**src/rtl/core/sha1md_pkg.sv**
```systemverilog
`default_nettype none

package sha1md_pkg;

	localparam int JOBQ_DEPTH = 2;

	typedef logic [15:0][31:0] block_t;
	typedef logic [4:0][31:0] chain_t;

	typedef struct packed {
		logic [7:0] data_byte;
		logic       byte_present;
		logic       message_end;
	} item_t;

	typedef struct packed {
		logic [31:0] digest_word0;
		logic [31:0] digest_word1;
		logic [31:0] digest_word2;
		logic [31:0] digest_word3;
		logic [31:0] digest_word4;
	} digest_t;

	typedef struct packed {
		block_t     words;
		logic [5:0] nbytes;
		logic       full;
		logic       last;
	} job_t;

	localparam chain_t H_INIT = {
		32'hc3d2e1f0, 32'h10325476, 32'h98badcfe, 32'hefcdab89, 32'h67452301
	};

	localparam logic [31:0] K_CH     = 32'h5a827999;
	localparam logic [31:0] K_PAR_LO = 32'h6ed9eba1;
	localparam logic [31:0] K_MAJ    = 32'h8f1bbcdc;
	localparam logic [31:0] K_PAR_HI = 32'hca62c1d6;
	localparam logic [7:0]  PAD_BYTE = 8'h80;
	localparam logic [5:0]  LEN_ROOM = 6'd56;

	function automatic logic [31:0] rotl1(input logic [31:0] v);
		return {v[30:0], v[31]};
	endfunction

	function automatic block_t pad_block(input block_t blk, input logic [5:0] nbytes);
		block_t     r;
		logic [5:0] idx;
		r = '0;
		for (int i = 0; i < 16; i++) begin
			for (int j = 0; j < 4; j++) begin
				idx = 6'(4 * i + j);
				if (idx < nbytes)
					r[i][8*(3-j) +: 8] = blk[i][8*(3-j) +: 8];
				else if (idx == nbytes)
					r[i][8*(3-j) +: 8] = PAD_BYTE;
				else
					r[i][8*(3-j) +: 8] = 8'h00;
			end
		end
		return r;
	endfunction

endpackage

`default_nettype wire

```
**src/rtl/core/sha1md_front.sv**
```systemverilog
`default_nettype none

module sha1md_front (
	input  wire logic              clk,
	input  wire logic              arst_n,
	input  wire logic              push,
	output logic                   full,
	input  wire sha1md_pkg::item_t item,
	output logic                   job_push,
	output sha1md_pkg::job_t       job,
	input  wire logic              job_full
);
	import sha1md_pkg::*;

	block_t     blk_q;
	block_t     blk_d;
	logic [5:0] cnt_q;
	logic [5:0] cnt_inc;
	logic       accept;
	logic       blk_full;

	assign full     = job_full;
	assign accept   = push && !job_full;
	assign cnt_inc  = cnt_q + 6'd1;
	assign blk_full = item.byte_present && (cnt_q == 6'd63);

	always_comb begin
		blk_d = blk_q;
		if (item.byte_present)
			blk_d[cnt_q[5:2]][{~cnt_q[1:0], 3'b000} +: 8] = item.data_byte;
	end

	assign job_push   = accept && (blk_full || item.message_end);
	assign job.words  = blk_d;
	assign job.nbytes = item.byte_present ? cnt_inc : cnt_q;
	assign job.full   = blk_full;
	assign job.last   = item.message_end;

	always_ff @(posedge clk or negedge arst_n) begin
		if (!arst_n) begin
			cnt_q <= '0;
		end else if (accept) begin
			if (item.message_end)
				cnt_q <= '0;
			else if (item.byte_present)
				cnt_q <= cnt_inc;
		end
	end

	always_ff @(posedge clk) begin
		if (accept)
			blk_q <= blk_d;
	end

endmodule

`default_nettype wire

```
**config.mk**
```make
export PLATFORM = sky130hd
export DESIGN_NAME = sha1md_front
export DESIGN_NICKNAME = d
export VERILOG_FILES = /design/src/rtl/core/sha1md_pkg.sv /design/src/rtl/core/sha1md_front.sv
export SDC_FILE = /design/constraint.sdc
export NUM_CORES = 1
export LEC_CHECK = 0
export BUFFER_PORTS_ARGS = -buffer_cell sky130_fd_sc_hd__buf_2
export CORE_MARGIN = 3
export CORE_UTILIZATION = 50
export DETAILED_ROUTE_END_ITERATION = 10
export PLACE_DENSITY = 0.75
export SLEW_MARGIN = 5
export SYNTH_ARGS = -nofsm -noshare
export SYNTH_HDL_FRONTEND = slang
export SYNTH_SLANG_ARGS = --single-unit
```
**constraint.sdc**
```tcl
create_clock -name clk -period 15.4 [get_ports clk]
set_clock_uncertainty 0.1 [all_clocks]
set_input_delay 0.77 -clock clk [delete_from_list [all_inputs] [get_ports clk]]
set_output_delay 0.77 -clock clk [all_outputs]
set_load 0.02 [all_outputs]
```
== Yosys cells after proc, flatten, opt, wreduce, memory -nomap -nowiden ==
Cells that the tools add are included.
Operators by class
  reductions and logical operators: 6
  $add $sub $neg: 2
  muxes and demuxes: 6
  shift-type cells: 2
  equality and inequality tests: 1
  order comparisons: 2
  bitwise gates (word level): 1
Operator list (number)
  $bwmux W512: 1
  $mux W512: 1
  $demux W32 S4: 1
  $mux W32: 1
  $shift A8 B7 Y32 const A: 1
  $shiftx A8 B7 Y32: 1
  $mux W6: 2
  $neg A5 Y7: 1
  $add A6 B1 Y6 const B: 1
  $eq A6 B6 Y1 const B: 1
  $lt A4 B5 Y1 const B: 1
  $ge A4 B1 Y1 const B: 1
  $logic_and A1 B1 Y1: 4
  $not A2 Y2: 1
  $logic_not A1 Y1: 1
  $logic_or A1 B1 Y1: 1
Storage, ports and cells
  register bits after elaboration: 518
  output and inout bits: 522
  logic and storage cells: 37
  bits of input ports: 14

== Depth between registers and ports, before layout ==
  word-level depth: 7
  mapped depth: 8
  depth with buffers taken out: 5

== Worst setup path after synthesis ==
Ideal clock, no wire load.
  kind: input port to output port
  start point: input port job_full
  end point: output port job_push
  data arrival time: 11780 ps
  buffers on the path: 1
  path slack: 2750 ps
  cell stages on the path: 4
  required time: 14530 ps
  cells stage by stage: nand2b_1 -> clkbuf_1 -> inv_1 -> o21a_1
Between the ends
  word-level cells in the longest chain between the ends: 3
Ends and longest elaborated chain
  start: declaration: RTL line sha1md_front.sv:11  | input wire logic job_full
  $logic_not A1 Y1: RTL line sha1md_front.sv:23  | assign accept = push && !job_full;
  $logic_and A1 B1 Y1: RTL line sha1md_front.sv:23
  net accept: RTL line sha1md_front.sv:19  | logic accept;
  $logic_and A1 B1 Y1: RTL line sha1md_front.sv:33  | assign job_push = accept && (blk_full || item.message_end);
  end: declaration: RTL line sha1md_front.sv:9  | output logic job_push,
The timed path passes the listed nets, and every way through them passes these cells.

==> summary.txt <==
Timing
  – Setup violators final: 0
  – RSZ-0062 raised after global routing: no
  – Post-route clock period utilization: 0.304
  – Max_slew headroom: 0.163
  – Fmax: 0.214 GHz
  – Slew at the pin closest to its max-slew limit: 1.25 ns
  – Final-report hold violation count: 0
  – Min Clock Period, post-route: 4.68 ns
  – Slew Limit Fails: 0
  – Setup TNS: 0 ns

Clock network
  – Worst-Skew Late Latency: 0.57 ns
  – CTS Buf Count: 53
  – CTS H-tree depth: 2
  – Clock tree buffer depth: 3
  – Setup bufs post-CTS: 0
  – Clock root buffer: clkbuf_16
  – CTS resizes: 0
  – CTS hold repair buffers: 1
  – CTS tree: yes
  – Worst-path clk slew: 0.06 ns
  – CTS Sinks: 518

Critical path
  – CP Buf/Inv Count: 2
  – Critical path startpoint: cnt_q[0]
  – Worst path depth: 6
  – Worst Path Class, Setup: reg -> out
  – CP endpoint kind: output port
  – Crit-path max FO: 16
  – WP data arrival: 3.81 ns
  – WP data required: 14.53 ns
  – Startpoint Class: flip-flop
  – Cells on worst reg2reg path: 3
  – Slowest-stage cell, CP: and2_0
  – FF-to-FF Start: cnt_q[3]
  – Cell chain of the critical path: inv_1 > ha_1 > nor4_2 > and2_0 > mux2_2 > buf_2
  – Biggest cell delay along the critical path: 1.03 ns
  – Crit path max-delay family: simple AND/OR/NAND/NOR gates

Floorplanning
  – Number of I/O pins: 536
  – Initial core utilization: 0.514
  – Cell Rows: 77
  – Die ar.: 48600 um^2
  – Core ar.: 44800 um^2
  – Die width: 221 um
  – Die height: 221 um

Route
  – Drt pass-1 iters: 5
  – Routed Antenna Nets: 0
  – Drt initial violations: 1201
  – Drt drc: 0
  – Final WL: 64300 um
  – DR vias/cell: 5.67
  – Vias: 13900
  – WL/cell: 26.3 um

GRT
  – Vias in the first global route: 13900
  – Largest net degree at the start of global routing: 108
  – Global-route wire length before repair: 92100 um
  – Initial antenna violation count: 6
  – GR Overflow Total: 0
  – Overall Global Routing Usage: 0.255

Placement
  – DP HPWL: 43800 um
  – Placer Congestion: 0.798
  – Port Buffers: 535
  – DP Area: 26200 um^2

Synth
  – Mean area per synthesized cell: 18.2 um^2
  – Syn nets: 1281
  – EDFF count, synth: 512
  – Synth async-reset ratio: 0.0116
  – Mapped cell area: 23000 um^2
  – #FFs+latches synth: 518
  – Cell variety after synth: 52
  – Synth Flop Type: edfxtp_1
  – Synth Instances: 1262
  – Yosys warns: 0
  – Seq/Total Area, Yosys: 0.675

Outcome
  – Status: completed

Finish
  – # fillers: 3391
  – Multi-input gate area: 7140 um^2
  – Fin nets: 1826
  – Final Instance Area: 27800 um^2
  – Seq. cell area: 15500 um^2
  – Layout cells sized above 1: 0.640
  – Layout area overhead: 21.0%

Run
  – Max_cap viols: 0

Pwr
  – Maximum vdd drop: 0.0978 mV
  – PD cells: 117 nW/um^2
  – Lkg Pwr: 0.0103 uW

Hold path
  – Worst hold path depth: 1
  – Worst Hold Class: reg -> reg
  – Min-delay src: blk_q[87]
## metal layers
| metal | global-route usage | share of wire | vias up |
|---|---|---|---|
| met3 | 0.0757 | 0.088 | 106 |
| met5 | 0 | 0 | - |
| met1 | 0.328 | 0.40 | 7162 |
| met4 | 0.0932 | 0.032 | 0 |
| li1 | - | - | 6032 |
| met2 | 0.413 | 0.48 | 569 |
## cells by family after synthesis
group                      synth area share
AOI/OAI and AO/OA                   0.00305
xor gates and xnor gates            0.00190
adders and majority gates           0.00272
buffers and inverters                0.0149
DFF                                   0.675
muxes                                 0.251
and+or+nand+nor                      0.0521
## final timing paths
check	slack [ns]	endpoint
setup / recovery	10.72	job[225]
hold / removal	0.46	blk_q[87]
setup reg to reg	12.07	blk_q[11]
hold reg to reg	0.46	blk_q[87]
max in group asynchronous	14.55	cnt_q[5]
min in group asynchronous	0.48	cnt_q[2]
## cells in the mapped netlist, types with 3 or more instances
cell type	number	area share
edfxtp_1	512	0.67
mux2_2	508	0.25
buf_2	27	0.0059
nor2_2	23	0.0063
and2_0	21	0.0057
clkbuf_1	21	0.0034
nand2_1	19	0.0031
and2_1	11	0.0030
nand2b_1	8	0.0022
nor2_4	8	0.0039
nor2b_1	8	0.0022
buf_6	7	0.0034
dfrtp_1	6	0.0065
ha_1	5	0.0027
nand2_2	5	0.0014
a221o_1	4	0.0017
and4bb_2	4	0.0022
buf_4	4	0.0013
mux2_1	4	0.0020
nand3_1	4	0.00087
nor3_4	4	0.0028
xnor2_1	4	0.0015
inv_1	3	0.00049
nand4_1	3	0.00082
nor2_8	3	0.0026
nor4_1	3	0.00082
## state kept, by name, indices dropped and copies added (netlist names)
register,count
blk_q,512
cnt_q,6
## where the power goes
part | leakage [uW] | internal, uW | switching, uW
clock | 0.000777 | 681 | 519
sequential | 0.00488 | 1620 | 32.2
combinational | 0.00459 | 130 | 287
## placed cells by master (no fill, tap or decap), drive strengths merged, types with 2 or more instances in the layout
cell	n
nand4	3
nand3	5
mux2	512
a221o	4
buf	550
a22o	2
bufinv	2
nand4b	4
ha	5
nor2	36
nand2b	8
nand2	24
clkbuf	67
edfxtp	512
nor3	5
nor3b	2
inv	4
dfrtp	6
nor4	6
and4bb	5
nor2b	8
nand4bb	3
clkinv	26
and2	32
diode	6
nor4b	3
xnor2	4
and4	2
## stage by stage
stage               total power, uW  std cells   util  hold WS [ns]  setup WS (ns)
global route                   3380       2447  0.622         0.474          10.49
floorplan                      1970       1262      -         0.374           2.75
global placement               2090       2343  0.585         0.447          11.12
finish                         3270       2447  0.622         0.463          10.72
detailed placement             2100       2343  0.585         0.453          11.01
CTS                            3290       2441  0.621         0.466          10.67
## area by class of cell
class / count / area share
sequential: 518 / 0.558
multi-input combinational: 680 / 0.256
timing repair buffer: 551 / 0.101
clock buffer: 67 / 0.0510
tap: 592 / 0.0266
clock inverter: 30 / 0.00647
inverter: 3 / 0.000674
antenna: 6 / 0.000539
Power figures use the tool's default switching activity.
