<file path="config.mk">
export PLATFORM = sky130hd
export DESIGN_NAME = sha1md_jobq
export DESIGN_NICKNAME = d
export VERILOG_FILES = /design/src/rtl/core/sha1md_pkg.sv /design/src/rtl/core/sha1md_jobq.sv
export SDC_FILE = /design/constraint.sdc
export NUM_CORES = 1
export LEC_CHECK = 0
export ABC_CLOCK_PERIOD_IN_PS = 33900
export BUFFER_PORTS_ARGS = -buffer_cell sky130_fd_sc_hd__buf_2
export CAP_MARGIN = 20
export CORE_AREA = 2 2 405 407
export CTS_BUF_LIST = sky130_fd_sc_hd__clkbuf_4 sky130_fd_sc_hd__clkbuf_8
export CTS_CLUSTER_SIZE = 14
export DETAILED_ROUTE_END_ITERATION = 16
export DIE_AREA = 0 0 407 409
export SYNTH_ARGS = -nofsm -noshare
export SYNTH_HDL_FRONTEND = slang
export SYNTH_SLANG_ARGS = --single-unit
</file>
<file path="constraint.sdc">
create_clock -name clk -period 33.9 [get_ports clk]
set_input_delay 6.78 -clock clk [delete_from_list [all_inputs] [get_ports clk]]
set_output_delay 6.78 -clock clk [all_outputs]
set_load 0.01 [all_outputs]
</file>
<file path="src/rtl/core/sha1md_pkg.sv">
`default_nettype none

package sha1md_pkg;

	localparam int JOBQ_DEPTH = 2;

	typedef logic [15:0][31:0] block_t;
	typedef logic [4:0][31:0] chain_t;

	typedef struct packed {
		logic [7:0] data_byte;
		logic       byte_present;
		logic       message_end;
	} item_t;

	typedef struct packed {
		logic [31:0] digest_word0;
		logic [31:0] digest_word1;
		logic [31:0] digest_word2;
		logic [31:0] digest_word3;
		logic [31:0] digest_word4;
	} digest_t;

	typedef struct packed {
		block_t     words;
		logic [5:0] nbytes;
		logic       full;
		logic       last;
	} job_t;

	localparam chain_t H_INIT = {
		32'hc3d2e1f0, 32'h10325476, 32'h98badcfe, 32'hefcdab89, 32'h67452301
	};

	localparam logic [31:0] K_CH     = 32'h5a827999;
	localparam logic [31:0] K_PAR_LO = 32'h6ed9eba1;
	localparam logic [31:0] K_MAJ    = 32'h8f1bbcdc;
	localparam logic [31:0] K_PAR_HI = 32'hca62c1d6;
	localparam logic [7:0]  PAD_BYTE = 8'h80;
	localparam logic [5:0]  LEN_ROOM = 6'd56;

	function automatic logic [31:0] rotl1(input logic [31:0] v);
		return {v[30:0], v[31]};
	endfunction

	function automatic block_t pad_block(input block_t blk, input logic [5:0] nbytes);
		block_t     r;
		logic [5:0] idx;
		r = '0;
		for (int i = 0; i < 16; i++) begin
			for (int j = 0; j < 4; j++) begin
				idx = 6'(4 * i + j);
				if (idx < nbytes)
					r[i][8*(3-j) +: 8] = blk[i][8*(3-j) +: 8];
				else if (idx == nbytes)
					r[i][8*(3-j) +: 8] = PAD_BYTE;
				else
					r[i][8*(3-j) +: 8] = 8'h00;
			end
		end
		return r;
	endfunction

endpackage

`default_nettype wire

</file>
<file path="src/rtl/core/sha1md_jobq.sv">
`default_nettype none

module sha1md_jobq #(
	parameter int DEPTH = sha1md_pkg::JOBQ_DEPTH
) (
	input  wire logic             clk,
	input  wire logic             arst_n,
	input  wire logic             wr_en,
	input  wire sha1md_pkg::job_t wr_data,
	output logic                  full,
	input  wire logic             rd_en,
	output sha1md_pkg::job_t      rd_data,
	output logic                  empty
);
	import sha1md_pkg::*;

	localparam int PW = $clog2(DEPTH);
	localparam int CW = $clog2(DEPTH + 1);

	job_t          mem_q [DEPTH];
	logic [PW-1:0] wr_ptr_q;
	logic [PW-1:0] rd_ptr_q;
	logic [CW-1:0] cnt_q;
	logic          do_wr;
	logic          do_rd;

	assign full    = (cnt_q == CW'(DEPTH));
	assign empty   = (cnt_q == '0);
	assign do_wr   = wr_en && !full;
	assign do_rd   = rd_en && !empty;
	assign rd_data = mem_q[rd_ptr_q];

	always_ff @(posedge clk or negedge arst_n) begin
		if (!arst_n) begin
			wr_ptr_q <= '0;
			rd_ptr_q <= '0;
			cnt_q    <= '0;
		end else begin
			if (do_wr)
				wr_ptr_q <= (wr_ptr_q == PW'(DEPTH - 1)) ? '0 : wr_ptr_q + PW'(1);
			if (do_rd)
				rd_ptr_q <= (rd_ptr_q == PW'(DEPTH - 1)) ? '0 : rd_ptr_q + PW'(1);
			if (do_wr && !do_rd)
				cnt_q <= cnt_q + CW'(1);
			else if (do_rd && !do_wr)
				cnt_q <= cnt_q - CW'(1);
		end
	end

	always_ff @(posedge clk) begin
		if (do_wr)
			mem_q[wr_ptr_q] <= wr_data;
	end

endmodule

`default_nettype wire

</file>
### Word-level counts from Yosys, hierarchy flattened

Memories as Yosys holds them, arrays and structs flattened.
Index checks and enable logic that the tools add are counted.

* register bits after elaboration: 4
* bits in writable memories: 1040
* output and inout bits: 522
* logic and storage cells: 25
* memories kept: 1

Memory list
* mem_q: words 2, bits a word 520, read ports 1, clocked after memory_dff 0, wr ports 1, line sha1md_jobq.sv:20 `job_t mem_q [DEPTH];`

* $add $sub $neg: 4
* equal/unequal tests: 1
* muxes and demuxes: 6
* reductions and logical operators: 10

Operator list (count)
* $logic_and 1x1->1: 4
* $logic_not 1->1: 4
* $mux 1: 4
* $mux 2: 2
* $add 1x1->1 const B: 2
* $add 2x1->2 const B: 1
* $eq 2x2->1 const B: 1
* $logic_not 2->1: 1
* $reduce_bool 2->1: 1
* $sub 2x1->2 const B: 1

### Longest topological paths before layout

* depth in word-level cells: 7
* depth in mapped cells: 7
* depth with buffers taken out: 7

### Worst setup path before layout

No wires, ideal clock.

* path kind: input -> register
* start: input wr_en
* end: memory mem_q[0][0] (netlist name) (enable)
* library setup time: 1415 ps
* data arrival time: 28374 ps
* path slack: 4111 ps
* stages: 2
* cells stage by stage: nand2_1 nor2_1

* cells in the longest elaborated chain, start to end: 3

Ends and longest elaborated chain
* start: declaration: line sha1md_jobq.sv:8 `input wire logic wr_en,`
* $logic_and 1x1->1: line sha1md_jobq.sv:29 `assign do_wr = wr_en && !full;`
* $mux 1: line sha1md_jobq.sv:51 `if (do_wr)`
* $mux 1 (not written as such): line sha1md_jobq.sv:52 `mem_q[wr_ptr_q] <= wr_data;`
* end: declaration: line sha1md_jobq.sv:20

Every way passes these cells.

==> results by group <==
Status
  • Status: complete, no violations

Finish
  • Post-layout nets: around 3300
  • Area growth from synthesis to layout: 28.92%
  • Final Util: 0.3018
  • Filler instances: 16010
  • Fin area: 48910 um^2
  • Fraction of layout cells with a size suffix above 1: 0.6272
  • Layout Cells excl Fill: 5150

Floorplanning
  • Chip width: 407 um
  • Die Area: 166500 um^2
  • Core area: 162000 um^2
  • FP Rows: 148
  • IO Pins: 1046
  • Die Height: 409 um
  • Initial Utilization: 0.2341

Job
  • Max cap viols: 0

Critical path
  • CP most frequent cell: buf_4
  • CP Launch Point: rd_ptr_q$_DFFE_PN0P_
  • Worst r2r src: cnt_q[0]$_DFFE_PN0P_
  • Critical Path End: rd_data[492]
  • R2r setup slk: 29.51 ns
  • Crit path max fanout: 66
  • Worst path max stage delay: ~0.88 ns
  • Startpoint types: flop
  • CP max stage cell: dfrtp_4
  • Crit path cell chain: buf_4 -> buf_4 -> buf_4 -> mux2_2 -> buf_2
  • Nature of the critical path endpoint: output port
  • CP Class: flop to output port
  • FF-to-FF End: mem_q[1][506]$_DFFE_PP_
  • Worst Path Arrival: 5.03 ns
  • Critical path required time: between 20 and 30 ns
  • R2R depth: 5

Power
  • Total Power: roughly 4.2 mW
  • Leak: 17.82 nW
  • VDD IR max: 0.00007773 V
  • Power Density: 85.71 nW/um^2

Place
  • Cell Area, Placed: ~45000 um^2
  • Port-buffer cells: 1045
  • Post-DP HPWL: 82310 um
  • Cells after DPL: 4819
  • DP Worst Slack: 23.02 ns
  • GPL Wtd Cong: 0.8819

Global routing
  • First-pass GRT wire length: ~150000 um
  • Vias in the first global route: approximately 21000
  • Remaining Overflow, GRT: 0
  • Initial antenna violation count: 68
  • GRT Overall Usage: 0.1299
  • Pin count of the biggest net entering global routing: between 100 and 150

Logic synthesis
  • Cell area after synthesis: 37940 um^2
  • Syn_nets: 2162
  • Synth Area in Compound Gates: 0.0001319
  • XOR/XNOR Fraction of Synth Area: 0.001154
  • Main combinational cell family by area after synthesis: multiplexers
  • EDFF count, synth: 1040
  • Synth area leaders: edfxtp_1 (82%), mux2_2 (15%), buf_6 (1.4%), clkbuf_8 (0.29%), dfrtp_1 (0.26%)
  • Synth cell count leaders: edfxtp_1 (1040), mux2_2 (520), buf_6 (47)
  • Synth Area in Simple Gates: 0.0007256
  • FF+latch count, synth: ~1000
  • Post-Synth Adder-Cell Area: 0.0003298
  • Post-Synthesis Cells: 1637
  • Predominant post-synthesis flop cell: edfxtp_1
  • Seq/Total Area, Yosys: 0.8259
  • Count leader, synth: edfxtp_1
  • Cell taking the most area after synthesis: edfxtp_1
  • Top-area cell type share of the netlist area: 0.8232
  • Ys async rst share: 0.003831
  • Post-synthesis mux area share: 0.1544
  • Yosys Warn Count: 0
  • Distinct cell type count after synthesis: 15
  • Syn avg cell area: 23.17 um^2

STA
  • Tcrit/Tclk final: 0.3484
  • Worst Hold Slack: 0.5149 ns
  • Clk_skew: 0.03244 ns
  • Clock period minus worst slack: 11.81 ns
  • Final setup fails: 0
  • Final setup margin: 22.09 ns
  • RSZ-0062 raised after global routing: no
  • Highest Clock Rate: between 80 and 90 MHz
  • Slew margin rel.: 0.2675
  • Final hold viol count: 0
  • Worst-Margin Slew: 1.099 ns
  • Max Slew Vio Count: 0
  • TNS Setup: 0 ns

Clock tree
  • Cts bufs inserted: 176
  • # clock sinks: 1044
  • Cts hold-fix bufs: 0
  • Cts repair resizes: 0
  • Worst skew pair latency: 0.89 ns
  • Depth of the CTS H-tree: 4
  • Post-CTS Setup Bufs: 0
  • CTS max path bufs: 3
  • CTS tree: yes
  • CTS Root Cell: clkbuf_8
  • Reg clk slew, reported paths: 0.06 ns

Route
  • Drc violations: 0
  • Detailed Route WL: approximately 110000 um
  • Via density per instance: 4.066
  • Initial DRC count: approximately 1600
  • Drt first pass iters: 5
  • Routed len/inst: 22.00 um
  • Antenna-violating nets left: 0
  • DR vias: 20940

Worst hold path
  • HP Class: flop to flop
-- area by class of cell --
type | count | area [um^2] | share of cell area
flip-flops and latches | 1044 | 31330 | 0.6407
diodes | 14 | 35.03 | 0.0007163
inverters | 2 | 7.507 | 0.0001535
clock buffers | 232 | 2849 | 0.05825
clock inverters | 85 | 553.0 | 0.01131
repair buffers | 1065 | 5450 | 0.1114
multi-input cells | 533 | 5957 | 0.1218
well taps | 2175 | 2721 | 0.05564
-- worst max-delay path: cells and delay by family, from the launching register on --
family / cells / cell delay (ns)
buf+inv: 4 / 2.52
flops: 1 / 0.88
mux: 1 / 0.45
-- how the worst min path moves through the flow --
stage	from	to	slack, ns	cells after the start
floorplan	wr_ptr_q$_DFFE_PN0P_	wr_ptr_q$_DFFE_PN0P_	0.46	1
global placement	cnt_q[1]$_DFFE_PN0P_	cnt_q[1]$_DFFE_PN0P_	0.50	1
detailed placement	cnt_q[1]$_DFFE_PN0P_	cnt_q[1]$_DFFE_PN0P_	0.51	1
CTS	cnt_q[1]$_DFFE_PN0P_	cnt_q[1]$_DFFE_PN0P_	0.52	1
global route	cnt_q[1]$_DFFE_PN0P_	cnt_q[1]$_DFFE_PN0P_	0.54	1
finish	cnt_q[1]$_DFFE_PN0P_	cnt_q[1]$_DFFE_PN0P_	0.51	1
-- layout by cell type (no fill, tap or decap) --
| cell | count |
|---|---|
| inv_1 | 2 |
| clkinv_2 | 16 |
| inv_6 | 4 |
| nand2_1 | 1 |
| nor2_1 | 2 |
| buf_4 | 15 |
| xor2_1 | 2 |
| inv_8 | 3 |
| edfxtp_1 | 1040 |
| clkinvlp_4 | 5 |
| dfrtp_4 | 1 |
| buf_12 | 4 |
| dfrtp_1 | 3 |
| diode_2 | 14 |
| nand2b_1 | 1 |
| clkinv_1 | 48 |
| mux2_2 | 520 |
| clkbuf_4 | 55 |
| o21ai_0 | 1 |
| clkinv_4 | 2 |
| ha_1 | 1 |
| clkinv_8 | 1 |
| inv_12 | 2 |
| buf_2 | 1045 |
| nor2_4 | 1 |
| and3_4 | 1 |
| buf_16 | 1 |
| clkbuf_8 | 177 |
| xnor2_1 | 3 |
| bufinv_16 | 4 |
-- registers in the layout (all words and copies together), names as in the netlist --
register,cells
mem_q,1040
cnt_q,2
rd_ptr_q,1
wr_ptr_q,1
-- layer usage --
metal	track usage	up-vias	routed length (um)	part of all wire
li1	-	9008	-	-
met1	0.1687	10590	47270	0.42
met2	0.2006	1093	51800	0.46
met3	0.04632	232	11190	0.099
met4	0.04304	20	2925	0.026
met5	0	-	138	0.0012
-- report_power, final --
group	total (mW)	internal [mW]	switching, mW
logic	1.25	0.518	0.736
registers	1.84	1.77	0.0761
clock network	1.09	0.581	0.511
total	4.19	2.87	1.32
-- cell families after synthesis --
kind of cell	after synthesis
muxes	520
AOI/OAI and AO/OA	1
buffers and inverters	60
and+or+nand+nor	6
adders and majority gates	1
DFF	1044
xor gates and xnor gates	5
Note: power is estimated with default switching activity, not from simulation.
