==> src/rtl/core/sha1md_pkg.sv <==
`default_nettype none

package sha1md_pkg;

	localparam int JOBQ_DEPTH = 2;

	typedef logic [15:0][31:0] block_t;
	typedef logic [4:0][31:0] chain_t;

	typedef struct packed {
		logic [7:0] data_byte;
		logic       byte_present;
		logic       message_end;
	} item_t;

	typedef struct packed {
		logic [31:0] digest_word0;
		logic [31:0] digest_word1;
		logic [31:0] digest_word2;
		logic [31:0] digest_word3;
		logic [31:0] digest_word4;
	} digest_t;

	typedef struct packed {
		block_t     words;
		logic [5:0] nbytes;
		logic       full;
		logic       last;
	} job_t;

	localparam chain_t H_INIT = {
		32'hc3d2e1f0, 32'h10325476, 32'h98badcfe, 32'hefcdab89, 32'h67452301
	};

	localparam logic [31:0] K_CH     = 32'h5a827999;
	localparam logic [31:0] K_PAR_LO = 32'h6ed9eba1;
	localparam logic [31:0] K_MAJ    = 32'h8f1bbcdc;
	localparam logic [31:0] K_PAR_HI = 32'hca62c1d6;
	localparam logic [7:0]  PAD_BYTE = 8'h80;
	localparam logic [5:0]  LEN_ROOM = 6'd56;

	function automatic logic [31:0] rotl1(input logic [31:0] v);
		return {v[30:0], v[31]};
	endfunction

	function automatic block_t pad_block(input block_t blk, input logic [5:0] nbytes);
		block_t     r;
		logic [5:0] idx;
		r = '0;
		for (int i = 0; i < 16; i++) begin
			for (int j = 0; j < 4; j++) begin
				idx = 6'(4 * i + j);
				if (idx < nbytes)
					r[i][8*(3-j) +: 8] = blk[i][8*(3-j) +: 8];
				else if (idx == nbytes)
					r[i][8*(3-j) +: 8] = PAD_BYTE;
				else
					r[i][8*(3-j) +: 8] = 8'h00;
			end
		end
		return r;
	endfunction

endpackage

`default_nettype wire

==> src/rtl/core/sha1md_back.sv <==
`default_nettype none

module sha1md_back (
	input  wire logic             clk,
	input  wire logic             arst_n,
	input  wire logic             job_valid,
	input  wire sha1md_pkg::job_t job,
	output logic                  job_pop,
	input  wire logic             pop,
	output logic                  empty,
	output sha1md_pkg::digest_t   digest
);
	import sha1md_pkg::*;

	typedef enum logic [1:0] {
		S_IDLE,
		S_PAD,
		S_ROUND,
		S_ADD
	} state_t;

	state_t      state_q;
	block_t      w_q;
	chain_t      chain_q;
	chain_t      sum;
	logic [31:0] a_q, b_q, c_q, d_q, e_q;
	logic [54:0] blocks_q;
	logic [6:0]  t_q;
	logic [5:0]  p_q;
	logic [63:0] len_q;
	logic        last_q;
	logic        final_q;
	logic        second_q;
	logic        out_valid_q;
	digest_t     out_q;

	logic [63:0] len;
	block_t      padded;
	block_t      padded_len;
	block_t      tail_blk;
	logic [31:0] f;
	logic [31:0] k;
	logic [31:0] tmp;
	logic [31:0] w_new;
	logic        out_free;
	logic        emit;

	assign empty    = !out_valid_q;
	assign digest   = out_q;
	assign out_free = !out_valid_q || pop;
	assign job_pop  = (state_q == S_IDLE) && job_valid;
	assign emit     = (state_q == S_ADD) && final_q && !second_q && out_free;

	assign len   = {blocks_q, p_q, 3'b000};
	assign w_new = rotl1(w_q[13] ^ w_q[8] ^ w_q[2] ^ w_q[0]);

	always_comb begin
		padded         = pad_block(w_q, p_q);
		padded_len     = padded;
		padded_len[14] = len[63:32];
		padded_len[15] = len[31:0];
		tail_blk       = '0;
		tail_blk[14]   = len_q[63:32];
		tail_blk[15]   = len_q[31:0];
	end

	always_comb begin
		if (t_q inside {[7'd0:7'd19]}) begin
			f = (b_q & c_q) | (~b_q & d_q);
			k = K_CH;
		end else if (t_q inside {[7'd20:7'd39]}) begin
			f = b_q ^ c_q ^ d_q;
			k = K_PAR_LO;
		end else if (t_q inside {[7'd40:7'd59]}) begin
			f = (b_q & c_q) | (b_q & d_q) | (c_q & d_q);
			k = K_MAJ;
		end else begin
			f = b_q ^ c_q ^ d_q;
			k = K_PAR_HI;
		end
		tmp = {a_q[26:0], a_q[31:27]} + f + e_q + k + w_q[0];
	end

	assign sum[0] = chain_q[0] + a_q;
	assign sum[1] = chain_q[1] + b_q;
	assign sum[2] = chain_q[2] + c_q;
	assign sum[3] = chain_q[3] + d_q;
	assign sum[4] = chain_q[4] + e_q;

	always_ff @(posedge clk or negedge arst_n) begin
		if (!arst_n) begin
			state_q     <= S_IDLE;
			w_q         <= '0;
			chain_q     <= H_INIT;
			a_q         <= '0;
			b_q         <= '0;
			c_q         <= '0;
			d_q         <= '0;
			e_q         <= '0;
			blocks_q    <= '0;
			t_q         <= '0;
			p_q         <= '0;
			len_q       <= '0;
			last_q      <= 1'b0;
			final_q     <= 1'b0;
			second_q    <= 1'b0;
			out_valid_q <= 1'b0;
			out_q       <= '0;
		end else begin
			if (emit)
				out_valid_q <= 1'b1;
			else if (pop && out_valid_q)
				out_valid_q <= 1'b0;
			case (state_q)
				S_IDLE: begin
					if (job_valid) begin
						w_q      <= job.words;
						p_q      <= job.nbytes;
						last_q   <= job.last;
						final_q  <= 1'b0;
						second_q <= 1'b0;
						if (job.full) begin
							{a_q, b_q, c_q, d_q, e_q} <=
								{chain_q[0], chain_q[1], chain_q[2], chain_q[3], chain_q[4]};
							t_q     <= '0;
							state_q <= S_ROUND;
						end else begin
							state_q <= S_PAD;
						end
					end
				end
				S_PAD: begin
					last_q <= 1'b0;
					if (p_q >= LEN_ROOM) begin
						w_q      <= padded;
						len_q    <= len;
						second_q <= 1'b1;
					end else begin
						w_q     <= padded_len;
						final_q <= 1'b1;
					end
					{a_q, b_q, c_q, d_q, e_q} <=
						{chain_q[0], chain_q[1], chain_q[2], chain_q[3], chain_q[4]};
					t_q     <= '0;
					state_q <= S_ROUND;
				end
				S_ROUND: begin
					for (int i = 0; i < 15; i++)
						w_q[i] <= w_q[i+1];
					w_q[15] <= w_new;
					e_q     <= d_q;
					d_q     <= c_q;
					c_q     <= {b_q[1:0], b_q[31:2]};
					b_q     <= a_q;
					a_q     <= tmp;
					t_q     <= t_q + 7'd1;
					if (t_q == 7'd79)
						state_q <= S_ADD;
				end
				S_ADD: begin
					if (!final_q || out_free) begin
						if (second_q) begin
							chain_q  <= sum;
							blocks_q <= blocks_q + 55'd1;
							w_q      <= tail_blk;
							second_q <= 1'b0;
							final_q  <= 1'b1;
							{a_q, b_q, c_q, d_q, e_q} <=
								{sum[0], sum[1], sum[2], sum[3], sum[4]};
							t_q      <= '0;
							state_q  <= S_ROUND;
						end else if (final_q) begin
							out_q    <= {sum[0], sum[1], sum[2], sum[3], sum[4]};
							chain_q  <= H_INIT;
							blocks_q <= '0;
							final_q  <= 1'b0;
							state_q  <= S_IDLE;
						end else begin
							chain_q  <= sum;
							blocks_q <= blocks_q + 55'd1;
							if (last_q) begin
								p_q     <= '0;
								state_q <= S_PAD;
							end else begin
								state_q <= S_IDLE;
							end
						end
					end
				end
				default: state_q <= S_IDLE;
			endcase
		end
	end

endmodule

`default_nettype wire

==> config.mk <==
export PLATFORM = sky130hd
export DESIGN_NAME = sha1md_back
export DESIGN_NICKNAME = d
export VERILOG_FILES = /design/src/rtl/core/sha1md_pkg.sv /design/src/rtl/core/sha1md_back.sv
export SDC_FILE = /design/constraint.sdc
export NUM_CORES = 2
export LEC_CHECK = 0
export ABC_AREA = 1
export BUFFER_PORTS_ARGS = -buffer_cell sky130_fd_sc_hd__buf_4
export CAP_MARGIN = 5
export CORE_ASPECT_RATIO = 1.25
export CORE_MARGIN = 5
export CORE_UTILIZATION = 35
export DETAILED_ROUTE_END_ITERATION = 8
export GPL_TIMING_DRIVEN = 0
export PLACE_DENSITY = 0.6
export SLEW_MARGIN = 10
export SYNTH_ARGS = -nofsm -noshare
export SYNTH_HDL_FRONTEND = slang
export SYNTH_SLANG_ARGS = --single-unit
==> constraint.sdc <==
create_clock -name clk -period 5.6 [get_ports clk]
set_input_delay 0.56 -clock clk [delete_from_list [all_inputs] [get_ports clk]]
set_output_delay 0.56 -clock clk [all_outputs]
set_load 0.01 [all_outputs]
Yosys cells after proc, flatten, opt, wreduce, memory -nomap -nowiden

Index checks and enable logic that the tools add are counted.

Bits in registers: 1127
Bits of input ports: 524
Output and inout port bits: 162
Word-level logic and storage cells: 463

Add/sub/neg operators: 11
$lt $le $gt $ge: 71
Equal/unequal tests: 85
Muxes and demuxes: 199
Bitwise operators: 14
Reductions and logical operators: 37

Operator list:

| kind                                                                 | count |
|---|---|
| 512-bit 2-to-1 mux                                                   | 4 |
| 512-bit case mux with 4 select lines                                 | 1 |
| 8-bit 2-to-1 mux                                                     | 128 |
| 32-bit 2-to-1 mux                                                    | 25 |
| 32-bit case mux with 4 select lines                                  | 5 |
| 160-bit 2-to-1 mux                                                   | 2 |
| 32-bit adder                                                         | 9 |
| 6-bit equality test, first input constant                            | 32 |
| 6-bit < comparator, first input constant                             | 32 |
| 32-bit XOR                                                           | 5 |
| 32-bit AND                                                           | 4 |
| 55-bit 2-to-1 mux                                                    | 2 |
| 5-bit by 6-bit equality test with 1-bit output, first input constant | 16 |
| 5-bit by 6-bit < comparator with 1-bit output, first input constant  | 16 |
| 32-bit OR                                                            | 3 |
| 55-bit by 1-bit adder with 55-bit output, second input constant      | 1 |
| 4-bit by 6-bit equality test with 1-bit output, first input constant | 8 |
| 4-bit by 6-bit < comparator with 1-bit output, first input constant  | 8 |
| 4-bit AND reduction                                                  | 12 |
| 32-bit NOT                                                           | 1 |
| 31-bit 2-to-1 mux                                                    | 1 |
| 6-bit 2-to-1 mux                                                     | 5 |
| 7-bit 2-to-1 mux                                                     | 4 |
| 7-bit case mux with 4 select lines                                   | 1 |
| other kinds (36)                                                     | 92 |

Depth between registers and ports, before layout

Depth in word-level cells: 11
Mapped depth: 29
Gate-level depth less buffers: 27

Least setup slack after synthesis

OpenSTA, ideal clock, no wires.

Kind: register -> register
Start point: register t_q[5]
End point: register a_q[7]
Setup time: 135 ps
Arrival time: 4231 ps
Required time: 5465 ps
Slack: 1234 ps
Stages on the path, launching flop included: 26
Buffers on the path: 2
Period minus slack after synthesis: 4366 ps
Path through: dfrtp_1 -> nor2_1 -> nand2_1 -> inv_1 -> nand2_1 -> nand2_1 -> buf_2 -> nor2_1 -> clkbuf_1 -> nand2_1 -> nand3_1 -> fa_1 -> inv_1 -> fa_1 -> inv_1 -> ha_1 -> fa_1 -> nand2_1 -> nand2_1 -> o21ai_0 -> o21ai_0 -> or2_2 -> nand3_1 -> o21ai_0 -> a21oi_1 -> o21ai_0

Longest elaborated chain between the ends: 10
Elaborated cells between the ends (all ways): 20
Those cells by class: add/sub (4); order compare (6); mux (7); reduce/logical (3)

Ends and longest elaborated chain:

| element                                                                                                          | line               | text |
|---|---|---|
| from (decl)                                                                                                      | sha1md_back.sv:28  | `logic [6:0] t_q;` |
| from (signal assigned)                                                                                           | sha1md_back.sv:156 | `t_q <= t_q + 7'd1;` |
| 7-bit by 6-bit >= comparator with 1-bit output or 7-bit by 6-bit <= comparator with 1-bit output (tied branches) | sha1md_back.sv:74  | `end else if (t_q inside {[7'd40:7'd59]}) begin` |
| 1-bit logical AND                                                                                                | sha1md_back.sv:74  |  |
| 32-bit 2-to-1 mux                                                                                                | sha1md_back.sv:74  |  |
| 32-bit 2-to-1 mux                                                                                                | sha1md_back.sv:71  | `end else if (t_q inside {[7'd20:7'd39]}) begin` |
| 32-bit 2-to-1 mux                                                                                                | sha1md_back.sv:68  | `if (t_q inside {[7'd0:7'd19]}) begin` |
| 32-bit adder (2 in series)                                                                                       | sha1md_back.sv:81  | `tmp = {a_q[26:0], a_q[31:27]} + f + e_q + k + w_q[0];` |
| 32-bit adder * (2 in series)                                                                                     | sha1md_back.sv:81  |  |
| 32-bit case mux with 4 select lines *                                                                            | sha1md_back.sv:114 | `case (state_q)` |
| to (signal assigned)                                                                                             | sha1md_back.sv:123 | `{a_q, b_q, c_q, d_q, e_q} <=` |
| to (signal assigned)                                                                                             | sha1md_back.sv:142 | `{a_q, b_q, c_q, d_q, e_q} <=` |
| to (signal assigned)                                                                                             | sha1md_back.sv:155 | `a_q <= tmp;` |
| to (decl)                                                                                                        | sha1md_back.sv:26  | `logic [31:0] a_q, b_q, c_q, d_q, e_q;` |

Every way passes the cells marked *; elsewhere a longest branch is shown, timed or not.
A chain may end at the register's enable or synchronous reset.

Final worst setup path

Start point: register state_q[0]
End point: output job_pop

Longest elaborated chain between the ends: 2

Ends and longest elaborated chain:

| element                | line               | text |
|---|---|---|
| from (decl)            | sha1md_back.sv:22  | `state_t state_q;` |
| from (signal assigned) | sha1md_back.sv:92  | `state_q <= S_IDLE;` |
| from (signal assigned) | sha1md_back.sv:126 | `state_q <= S_ROUND;` |
| from (signal assigned) | sha1md_back.sv:128 | `state_q <= S_PAD;` |
| 2-bit zero test        | sha1md_back.sv:51  | `assign job_pop = (state_q == S_IDLE) && job_valid;` |
| 1-bit logical AND      | sha1md_back.sv:51  |  |
| to (decl)              | sha1md_back.sv:8   | `output logic job_pop,` |

No other way between the ends.

==> run summary <==
Hold Path Class: primary input to flop
Top Usage Layer GRT: met2
CTS Buffer Depth: 3
DR WL/cell: 31.7 µm
worst slack, placed: -0.977 ns
hpwl dp: 335000 µm
# clock sinks: 1127
Setup crit end kind: primary output
pin count of the biggest net entering global routing: 156
worst setup margin: 0.0932 ns
DR vias/cell: 5.70
Synth top area share: 37.5%
I/O pin cnt: 686
number of synthesized flops with an enable pin: 0
FFs w/ async S/R, synth: 100%
post-route ant nets: 0
CTS Buf Count: 133
DP Area: 78600 µm²
hold path start: job[476]
sequential share of the synthesized area: 40.5%
Top FF cell, synth: dfrtp_1
Ys Warns: 0
CTS H-tree depth: 4
Layout Skew: 0.0411 ns
status: completed
Hold Slack: 0.0314 ns
CP Launch Type: flop
NumNets Final: 11.0k
die area: 209000 µm²
max-slew violation count: 0
syn_area_per_cell: 7.56 µm²
number of remaining DRC errors: 0
CP Cell Sequence: inv_1 -> ha_1 -> buf_2 -> clkbuf_1 -> clkbuf_1 -> clkbuf_1 -> nand2_1 -> inv_1 -> buf_4
fill cell instance count of the final layout: 20.8k
Mapped Cells: 9234
CTS tree: yes
Worst Path Arrival: 4.95 ns
GPL Wtd Cong: 1.04
Crit Path Max Fanout: 10
Vias: 73.2k
Least-Margin Pin Slew: 1.41 ns
setup violators final: 0
core area: 199000 µm²
vias in the first global route: 72.3k
Seq cells post-synth: 1127
largest cells by area after synthesis: dfrtp_1 (38%), nand2_1 (13%), o21ai_0 (8.9%)
clock-pin slew on the worst setup and hold paths: 0.06 ns
Synth area leader: dfrtp_1
grt met1 use: 41.2%
Hold Fails Final Rpt: 0
grt total ovfl: 0
GRT met3 Usage: 7.81%
starting density of the core: 35.1%
CP bufs+invs: 7
Max-Cap Viols: 0
postcts setup bufs: 0
Pre-antenna DRT Iters: 7
Critical Path RT: 5.04 ns
Die Y: 509 µm
layout cell share with drive strength beyond 1: 13.0%
met2 GRT Util: 62.6%
Clock Tree Root: clkbuf_16
FP Rows: 183
clock latency on the worst-skew pair: 0.84 ns
Slew HR: 5.85%
die width: 409 µm
antenna violations before repair: 62
syn_nets: 10.1k
r2r startpoint: t_q[6]
PortBufs: 685
most frequent CP cell: clkbuf_1
first-pass GRT wire length: 555000 µm
area grow syn2layout: 20.2%
crit path from: state_q[0]
Synth Cell Area: 69800 µm²
worst stage delay on the critical path: 1.01 ns
slowest CP cell: clkbuf_1
fmax: 182 MHz
1st-iter DRT viols: 7144
Period minus WS final: 5.51 ns
synth unique cells: 63
final period utilization: 98.3%
Post-Route WL: 406000 µm
Post-Layout Inst Area: 83900 µm²
Top delay family on crit path: buffers and inverters
Setup CP Type: flop to primary output
Total GRT Usage: 37.8%
## synthesized netlist by cell type, types with 9 or more instances
| library cell | instances |
|---|---|
| a21boi_0 | 48 |
| a21o_1 | 18 |
| o211ai_1 | 47 |
| o21ai_2 | 12 |
| buf_4 | 10 |
| or2_2 | 79 |
| a22oi_1 | 50 |
| nor4_1 | 20 |
| fa_1 | 125 |
| buf_2 | 73 |
| dfstp_2 | 80 |
| a31oi_1 | 103 |
| inv_2 | 16 |
| buf_6 | 9 |
| o21ai_0 | 1246 |
| a21oi_1 | 402 |
| a2bb2oi_1 | 39 |
| o21a_1 | 36 |
| clkbuf_1 | 295 |
| a221oi_1 | 146 |
| inv_1 | 1224 |
| nand2_1 | 2353 |
| nor2_1 | 563 |
| dfrtp_1 | 1047 |
| a211oi_1 | 31 |
| o21ai_1 | 26 |
| o221ai_1 | 55 |
| o2111ai_1 | 9 |
| xnor2_1 | 48 |
| xor2_1 | 87 |
| nand4_1 | 69 |
| o22ai_1 | 56 |
| ha_1 | 201 |
| nand3_1 | 396 |
| nand3b_1 | 15 |
| buf_1 | 9 |
| o21bai_1 | 20 |
| nor3_1 | 88 |
## final timing paths
| kind | to | slack (ns) | cells after the start |
|---|---|---|---|
| max | job_pop | 0.09 | 9 |
| min | w_q[468] | 0.03 | 3 |
| max reg2reg | a_q[15] | 0.15 | 26 |
| min reg2reg | len_q[6] | 0.46 | 2 |
| max in group asynchronous | w_q[314] | 2.72 | 5 |
| min in group asynchronous | digest[114] | 0.25 | 2 |
## metrics by stage
step	TNS, ns	cells	util, %
floorplan	0	9234	-
global placement	-	12500	39.3
detailed placement	-12.83	12500	39.5
CTS	0	12800	42.1
global route	-0.0150	12800	42.2
finish	0	12800	42.2
## worst min-delay path: stages
cell and delay [ns]:
buf_4 0.12, o211ai_1 0.08, o21ai_0 0.07
## final cells by class
| class | instances | area (µm²) | share of cell area (%) |
|---|---|---|---|
| Multi-Input combinational cell | 6463 | 35300 | 42.1 |
| Clock buffer | 175 | 3750 | 4.46 |
| Tap cell | 2590 | 3240 | 3.86 |
| Buffer | 398 | 1770 | 2.11 |
| Sequential cell | 1127 | 28300 | 33.7 |
| Inverter | 1246 | 4690 | 5.59 |
| Timing Repair Buffer | 733 | 5840 | 6.95 |
| Antenna cell | 34 | 85.1 | 0.101 |
| Clock inverter | 71 | 927 | 1.10 |
## state kept, by name, summed over array words and instances (netlist names)
name         count
a_q             32
chain_q        160
d_q             32
e_q             32
digest         160
p_q              6
final_q          1
last_q           1
state_q          2
second_q         1
out_valid_q      1
w_q            512
len_q           61
b_q             32
t_q              7
c_q             32
blocks_q        55
## cells by family (layout without fill, tap and decap cells)
logic type	Yosys count	count (layout)	synth area share (%)
xor+xnor	135	135	1.69
flops	1127	1127	40.5
simple gates	3618	3618	21.2
buf+inv	1644	2623	9.17
fa+ha+maj	326	326	7.19
other cells	0	34	0
compound gates	2384	2384	20.2
## repair_timing
| action | in CTS | in global routing |
|---|---|---|
| pin swaps | 0 | 2 |
| setup endpoints to repair | 24 | 22 |
| gates resized for setup | 44 | 28 |
| hold buffers | 35 | 0 |
| hold endpoints to repair | 82 | 0 |
## cell usage in the layout (no fill, tap or decap), types with 72 or more instances in the layout
cell and instances:
o21ai_0 1236, a31oi_1 103, dfrtp_1 1047, clkbuf_16 133, nand2_1 2351, ha_1 200
or2_2 79, a21oi_1 396, fa_1 125, dfstp_2 80, clkbuf_1 290, a221oi_1 141
xor2_1 87, inv_1 1224, nand3_1 394, nor3_1 81, buf_4 694, nor2_1 561
buf_2 72
## metal layers
metal | part of all wire [%] | vias to the layer above
met3 | 7.5 | 1220
met1 | 35 | 35800
li1 | - | 32300
met2 | 46 | 3805
met4 | 11 | 42
met5 | 0.061 | -
Power is left out: the tool's default activity adds up to more than one toggle a clock period on the data nets, which glitch-free logic cannot reach.
